<file path="src/rtl/bcrc_pkg.sv">
// Shared types and constants of the block CRC encoder and checker.
package bcrc_pkg;

	// Configuration port
	localparam int CFG_INDEX_W = 2;
	localparam int CFG_DATA_W  = 24;

	localparam logic [CFG_INDEX_W-1:0] REG_CRC_WIDTH_SEL = 2'd0;
	localparam logic [CFG_INDEX_W-1:0] REG_CRC_POLY      = 2'd1;
	localparam logic [CFG_INDEX_W-1:0] REG_BLOCK_BITS    = 2'd2;
	localparam logic [CFG_INDEX_W-1:0] REG_DECODE_MODE   = 2'd3;

	localparam logic [1:0]  RST_CRC_WIDTH_SEL = 2'd0;
	localparam logic [23:0] RST_CRC_POLY      = 24'd7;
	localparam logic [12:0] RST_BLOCK_BITS    = 13'd64;
	localparam logic        RST_DECODE_MODE   = 1'b0;

	// Result kinds
	localparam logic [1:0] KIND_PAYLOAD = 2'd0;
	localparam logic [1:0] KIND_CRC     = 2'd1;
	localparam logic [1:0] KIND_STATUS  = 2'd2;

	// One result word
	typedef struct packed {
		logic [1:0] out_kind;
		logic       out_bit;
		logic       block_ok;
		logic       short_block;
		logic       run_last;
	} result_t;

	// What one input word causes
	typedef struct packed {
		logic emit_payload;
		logic payload_bit;
		logic emit_crc;
		logic emit_stat;
		logic stat_ok;
		logic stat_short;
		logic clear;
	} step_flags_t;

endpackage

</file>
<file path="src/rtl/bcrc_step.sv">
// One division step of the CRC unit: next state and the results of one bit.
module bcrc_step #(
	parameter int CW        = 24,
	parameter int MAX_BLOCK = 4096,
	parameter int CNTW      = 13,
	parameter int WCW       = 5,
	parameter int IDXW      = 5
) (
	input  logic [1:0]            width_sel,
	input  logic [23:0]           poly,
	input  logic [12:0]           block_bits,
	input  logic                  decode,
	input  logic                  in_bit,
	input  logic                  stream_end,
	input  logic [CW-1:0]         rem,
	input  logic [CW-1:0]         tail,
	input  logic [CNTW-1:0]       cnt,
	output logic [CW-1:0]         rem_upd,
	output logic [CW-1:0]         tail_nx,
	output logic [CNTW-1:0]       cnt_nx,
	output logic [WCW-1:0]        w,
	output bcrc_pkg::step_flags_t flags
);

	localparam logic [CNTW-1:0] CAP = CNTW'(MAX_BLOCK + CW);

	logic [5:0]      w_sel;
	logic [IDXW-1:0] top_idx;
	logic [CW-1:0]   mask;
	logic [CW-1:0]   poly_m;
	logic [CW-1:0]   sh;
	logic [CW+23:0]  poly_ext;
	logic [CNTW-1:0] bb;
	logic [CNTW-1:0] w_c;
	logic [CNTW-1:0] cnt_inc;
	logic            carry;

	// Resolve the CRC width, limited to the register size
	assign w_sel   = (width_sel == 2'd0) ? 6'd8 : (width_sel == 2'd1) ? 6'd16 : 6'd24;
	assign w       = (32'(w_sel) > CW) ? WCW'(CW) : WCW'(w_sel);
	assign top_idx = IDXW'(w - WCW'(1));
	assign mask    = {CW{1'b1}} >> (WCW'(CW) - w);
	assign poly_ext = {{CW{1'b0}}, poly};
	assign poly_m  = poly_ext[CW-1:0] & mask;
	assign carry   = rem[top_idx];
	assign sh      = rem << 1;
	assign w_c     = CNTW'(w);
	assign cnt_inc = (cnt == CAP) ? cnt : cnt + CNTW'(1);

	// Clamp the block size to one and to the largest block
	always_comb begin
		if (block_bits == 13'd0) begin
			bb = CNTW'(1);
		end else if (32'(block_bits) > MAX_BLOCK) begin
			bb = CNTW'(MAX_BLOCK);
		end else begin
			bb = CNTW'(block_bits);
		end
	end

	// Advance the division and decide what the bit emits
	always_comb begin
		flags   = '0;
		rem_upd = rem;
		tail_nx = tail;
		cnt_nx  = cnt_inc;
		if (!decode) begin
			rem_upd = (sh & mask) ^ ((carry ^ in_bit) ? poly_m : '0);
			flags.emit_payload = 1'b1;
			flags.payload_bit  = in_bit;
			if (cnt_inc >= bb || stream_end) begin
				flags.emit_crc = 1'b1;
				flags.clear    = 1'b1;
			end
		end else begin
			if (cnt >= w_c) begin
				flags.emit_payload = 1'b1;
				flags.payload_bit  = tail[top_idx];
			end
			tail_nx = (sh & '0) | (((tail << 1) | CW'(in_bit)) & mask);
			rem_upd = ((sh | CW'(in_bit)) & mask) ^ (carry ? poly_m : '0);
			if (stream_end) begin
				flags.emit_stat  = 1'b1;
				flags.stat_short = (cnt_inc <= w_c);
				flags.stat_ok    = !(cnt_inc <= w_c) && (rem_upd == '0);
				flags.clear      = 1'b1;
			end else if (cnt_inc >= bb + w_c) begin
				flags.emit_stat = 1'b1;
				flags.stat_ok   = (rem_upd == '0);
				flags.clear     = 1'b1;
			end
		end
	end

endmodule

</file>
<file path="config.mk">
export PLATFORM = sky130hd
export DESIGN_NAME = bcrc_step
export DESIGN_NICKNAME = d
export VERILOG_FILES = /design/src/rtl/bcrc_pkg.sv /design/src/rtl/bcrc_step.sv
export SDC_FILE = /design/constraint.sdc
export NUM_CORES = 1
export LEC_CHECK = 0
export ABC_CLOCK_PERIOD_IN_PS = 3600
export BUFFER_PORTS_ARGS = -buffer_cell sky130_fd_sc_hd__buf_2
export CAP_MARGIN = 20
export CORE_AREA = 2 2 79 97
export DETAILED_ROUTE_END_ITERATION = 8
export DIE_AREA = 0 0 81 99
export PLACE_DENSITY = 0.79
export SLEW_MARGIN = 10
export SYNTH_ARGS = -nofsm -noshare
export SYNTH_HDL_FRONTEND = slang
export SYNTH_SLANG_ARGS = --single-unit
export TNS_END_PERCENT = 30
</file>
<file path="constraint.sdc">
create_clock -name vclk -period 3.6
set_input_delay 0.54 -clock vclk [all_inputs]
set_output_delay 0.54 -clock vclk [all_outputs]
set_load 0.02 [all_outputs]
</file>
* Yosys cells after proc, flatten, opt, wreduce, memory -nomap -nowiden *
Cells that the tools add are included.

word-level totals
  ROM bits = 0
  RAM bits = 0
  logic and storage cells = 54
  memories kept = 0
  input port bits = 103
  register bits after elaboration = 0
  latch bits = 0

operators by class
  muxes and demuxes = 25
  shifts and indexed selects = 1
  reductions and logical operators = 6
  div/mod/pow operators = 0
  multiply operators = 0
  add/sub/neg operators = 4
  bitwise operators = 9
  order comparisons = 7
  eq/ne operators = 2

operators with widths
  operator                                             number
  AND 24 bit                                           4
  two-way mux 24 bit                                   4
  bitwise OR 24 x 1 -> 24 bit                          2
  bitwise XOR 24 bit                                   2
  two-way mux 13 bit                                   3
  >= comparator 13 bit                                 2
  zero test 24 bit                                     1
  right shift 24 x 5 -> 24 bit (first input constant)  1
  adder 13 x 1 -> 13 bit (second input constant)       1
  adder 13 x 5 -> 13 bit                               1
  == test 13 bit (second input constant)               1
  >= comparator 13 x 5 -> 1 bit                        1
  > comparator 13 bit (second input constant)          1
  less-or-equal comparator 13 x 5 -> 1 bit             1
  zero test 13 bit                                     1
  binary-select mux 1 bit (select 5 bit)               2
  two-way mux 5 bit                                    2
  two-way mux 1 bit                                    8
  two-way mux 2 bit                                    4
  < comparator 5 x 6 -> 1 bit (second input constant)  1
  > comparator 5 bit (second input constant)           1
  subtractor 5 x 1 -> 5 bit (second input constant)    1
  subtractor 5 bit (first input constant)              1
  two-way mux 4 bit                                    1
  other kinds (7)                                      7

* Longest topological paths before layout *
  word-level depth = 14
  depth in mapped cells = 18
  mapped depth without buffers = 17

* Worst setup path after synthesis *
No wires, ideal clock.

  path kind = input to output
  from = input width_sel[0]
  to = output flags[2] (netlist bit)
  cell stages on the path = 10
  setup slack = -507 ps
  arrival = 3,567 ps
  required time = 3,060 ps
  path through = nor2_2 inv_1 ha_1 mux2i_1 o21ai_4 o21ai_1 a221oi_2 or4_1 a2111o_1 nor4_1

RTL lines
  element      line             RTL
  from (decl)  bcrc_step.sv:9   input logic [1:0] width_sel,
  to (decl)    bcrc_step.sv:22  output bcrc_pkg::step_flags_t flags

==> results.rst <==
.. list-table::
   :header-rows: 1

   * - Metric
     - Value
   * - Result of the run
     - finished with violations
   * - Violated checks
     - negative setup slack
   * - Worst slack after detailed placement
     - -0.411 ns
   * - Number of I/O port buffers
     - 173
   * - WL per Instance
     - 15.0 um
   * - Maximum cell stage delay along the critical path
     - 0.28 ns
   * - IO Count
     - 176
   * - TritonRoute pass-1 iters
     - 4
   * - Vert. Die Dim
     - 99 um
   * - Hold violation total from the final report
     - 0
   * - Area of the die
     - 0.00802 mm2
   * - Total Nets Final
     - 809
   * - Standard-cell row count
     - 34
   * - Core area
     - 0.00706 mm2
   * - Instance area after placement
     - 0.00420 mm2
   * - Post-route fraction of the period consumed by the critical path
     - 1.03
   * - Final estimated routing congestion in global placement
     - 0.946
   * - Number of sequential cells
     - 0
   * - Worst Path Arrival
     - 3.17 ns
   * - Utilization of the core after routing
     - 0.667
   * - Mapped Avg Cell Area
     - 6.33 um2
   * - Required time of the critical path
     - 3.06 ns
   * - Cell area power density
     - 171 mW/mm2
   * - Non-Filler Instances
     - 760
   * - Worst-case hold slack
     - 1.42 ns
   * - Maximum achievable frequency
     - 270 MHz
   * - Cells along the critical path
     - buf_6, nor2_4, inv_2, ha_4, a21o_1, and4_4, buf_4, nand2_2, xnor2_1, nand2_1, ha_4, and4_1, a221oi_2, o21a_2, o211ai_1, buf_4
   * - Via total after detailed routing
     - 4,087
   * - Most frequent cells in the layout
     - sky130_fd_sc_hd__buf_2 (142), sky130_fd_sc_hd__buf_4 (86), sky130_fd_sc_hd__nand2_1 (78), sky130_fd_sc_hd__nor2_1 (44), sky130_fd_sc_hd__xnor2_1 (35)
   * - Maxcap violations
     - 0
   * - Library cells used by synthesis
     - 55
   * - Count of antenna-violating nets left after detailed routing
     - 0
   * - Number of fill cells
     - 609
   * - Largest delay contributor family on the critical path
     - compound AO/OA/AOI/OAI gates
   * - Finish-stage setup viols
     - 6
   * - Setup WS post-layout
     - -0.105 ns
   * - Total global-route track usage
     - 0.245
   * - Crit path kind
     - primary input to output port
   * - Number of antenna violations at the first check in global routing
     - 0
   * - Final Slew Violations
     - 0
   * - Critical Path Sink Type
     - output port
   * - Type of the most critical hold path
     - primary input to output port
   * - Effective utilization at floorplan
     - 0.401
   * - Vias in the first global route
     - 3,691
   * - Most common cell after layout, fill and taps aside
     - sky130_fd_sc_hd__buf_2
   * - Cell with the biggest individual delay on the critical path
     - sky130_fd_sc_hd__a221oi_2
   * - Reg area
     - 0 um2
   * - Largest net degree at the start of global routing
     - 39
   * - Design Area, Final
     - 0.00471 mm2
   * - Synth Cell Area
     - 0.00283 mm2
   * - Minimum clock period
     - 3.71 ns
   * - Synthesis Warnings
     - 0
   * - WL final
     - 11.4 mm
   * - Peak VDD IR
     - 0.0931 mV
   * - Final HPWL DP
     - 8.93 mm
   * - Die outline width
     - 81 um
   * - Sort of element at the start of the critical path
     - primary input
   * - Per-cell via count in the routed design
     - 5.38
   * - Layout area overhead
     - 66.1%
   * - Initial DRC count
     - 142
   * - Final global-route overflow total
     - 0
   * - Critical path buffers and inverters
     - 4
   * - Sequential element share of the synthesized area
     - 0
   * - LEAKAGE
     - 2.37 nW
   * - CP Max Fanout
     - 4
   * - Number of diodes
     - 0
   * - Unrepaired setup endpoints after global routing
     - true
   * - Synth Instances
     - 448
   * - Count of unresolved DRC violations after routing
     - 0
   * - Share of cells above drive strength 1
     - 0.448
   * - Clock Buffer Count
     - 0
   * - Number of cells in the design after placement
     - 748
   * - Global-route wire length before repair
     - 16.2 mm
-- cell usage after synthesis (all sizes together), types with 2 or more instances --
master,count,area share
o211ai,2,0.0053
nor2b,7,0.015
o31ai,4,0.011
xor2,17,0.053
and3,2,0.0044
nand2,82,0.11
nand2b,2,0.0044
nor4,6,0.013
a31oi,7,0.015
buf,6,0.016
and4,5,0.015
ha,33,0.15
a21o,8,0.021
nor4bb,2,0.0071
nor2,46,0.062
inv,35,0.047
a22oi,2,0.0053
mux2,10,0.041
a221oi,4,0.015
and2,10,0.022
clkbuf,16,0.021
o32ai,4,0.012
xnor2,41,0.13
nand3b,3,0.0079
o311ai,2,0.0062
o22ai,8,0.018
o21a,2,0.0053
a21oi,16,0.028
nand3,12,0.021
o21ai,23,0.045
nor3,7,0.012
nand4,9,0.020
-- tightest hold or removal path: stages --
cell and delay [ns]:
sky130_fd_sc_hd__buf_2 0.08, sky130_fd_sc_hd__nand2_1 0.04, sky130_fd_sc_hd__o21ai_0 0.06, sky130_fd_sc_hd__buf_2 0.16
-- metal layers --
layer,routed length [um],GRT usage,vias up
met2,6120,0.483,182
met1,4260,0.283,1879
li1,-,-,2000
met4,282,0.0430,0
met5,0,0,-
met3,700,0.0156,26
-- cells by family (layout without fill, tap and decap cells) --
family / count (synthesis) / after routing / share of synthesized area
AOI/OAI and AO/OA: 89 / 89 / 0.210
xor gates and xnor gates: 58 / 58 / 0.179
adders and majority gates: 34 / 34 / 0.153
buffers and inverters: 57 / 277 / 0.0843
muxes: 11 / 11 / 0.0446
other: 1 / 3 / 0.00132
and+or+nand+nor: 198 / 198 / 0.328
-- stage by stage --
step           power, mW  TNS, ns
2_1_floorplan      0.403  -0.0293
3_3_place_gp       0.665    -2.66
3_5_place_dp       0.684    -4.30
4_1_cts            0.723   -0.199
5_1_grt            0.867    -2.43
6_report           0.805   -0.277
-- path summary, 6_finish.rpt --
check / from / endpoint / slack (ns) / cells past startpoint
min: tail[20] / tail_nx[21] / 1.42 / 4
max: width_sel[0] / flags[0] / -0.11 / 16
-- power breakdown --
part           leakage (nW)  internal (mW)  total, mW  switching (mW)
combinational          2.37          0.371      0.805           0.434
sequential                0              0          0               0
clock                     0              0          0               0
-- timing repair --
| action | CTS | global route |
|---|---|---|
| cloned | 0 | 2 |
| hold buffers | 0 | 0 |
| buffers inserted | 6 | 5 |
| pin swaps | 32 | 31 |
| endpoints found under the setup margin | 28 | 27 |
| resized for setup | 43 | 53 |
-- layout make-up --
class	count	area, um2	share of cell area
multi-input combinational	393	2890	0.614
timing repair buffer	242	1560	0.331
inverter	35	149	0.0316
tap	90	113	0.0239
No activity file was read; power rests on OpenSTA's default activity.
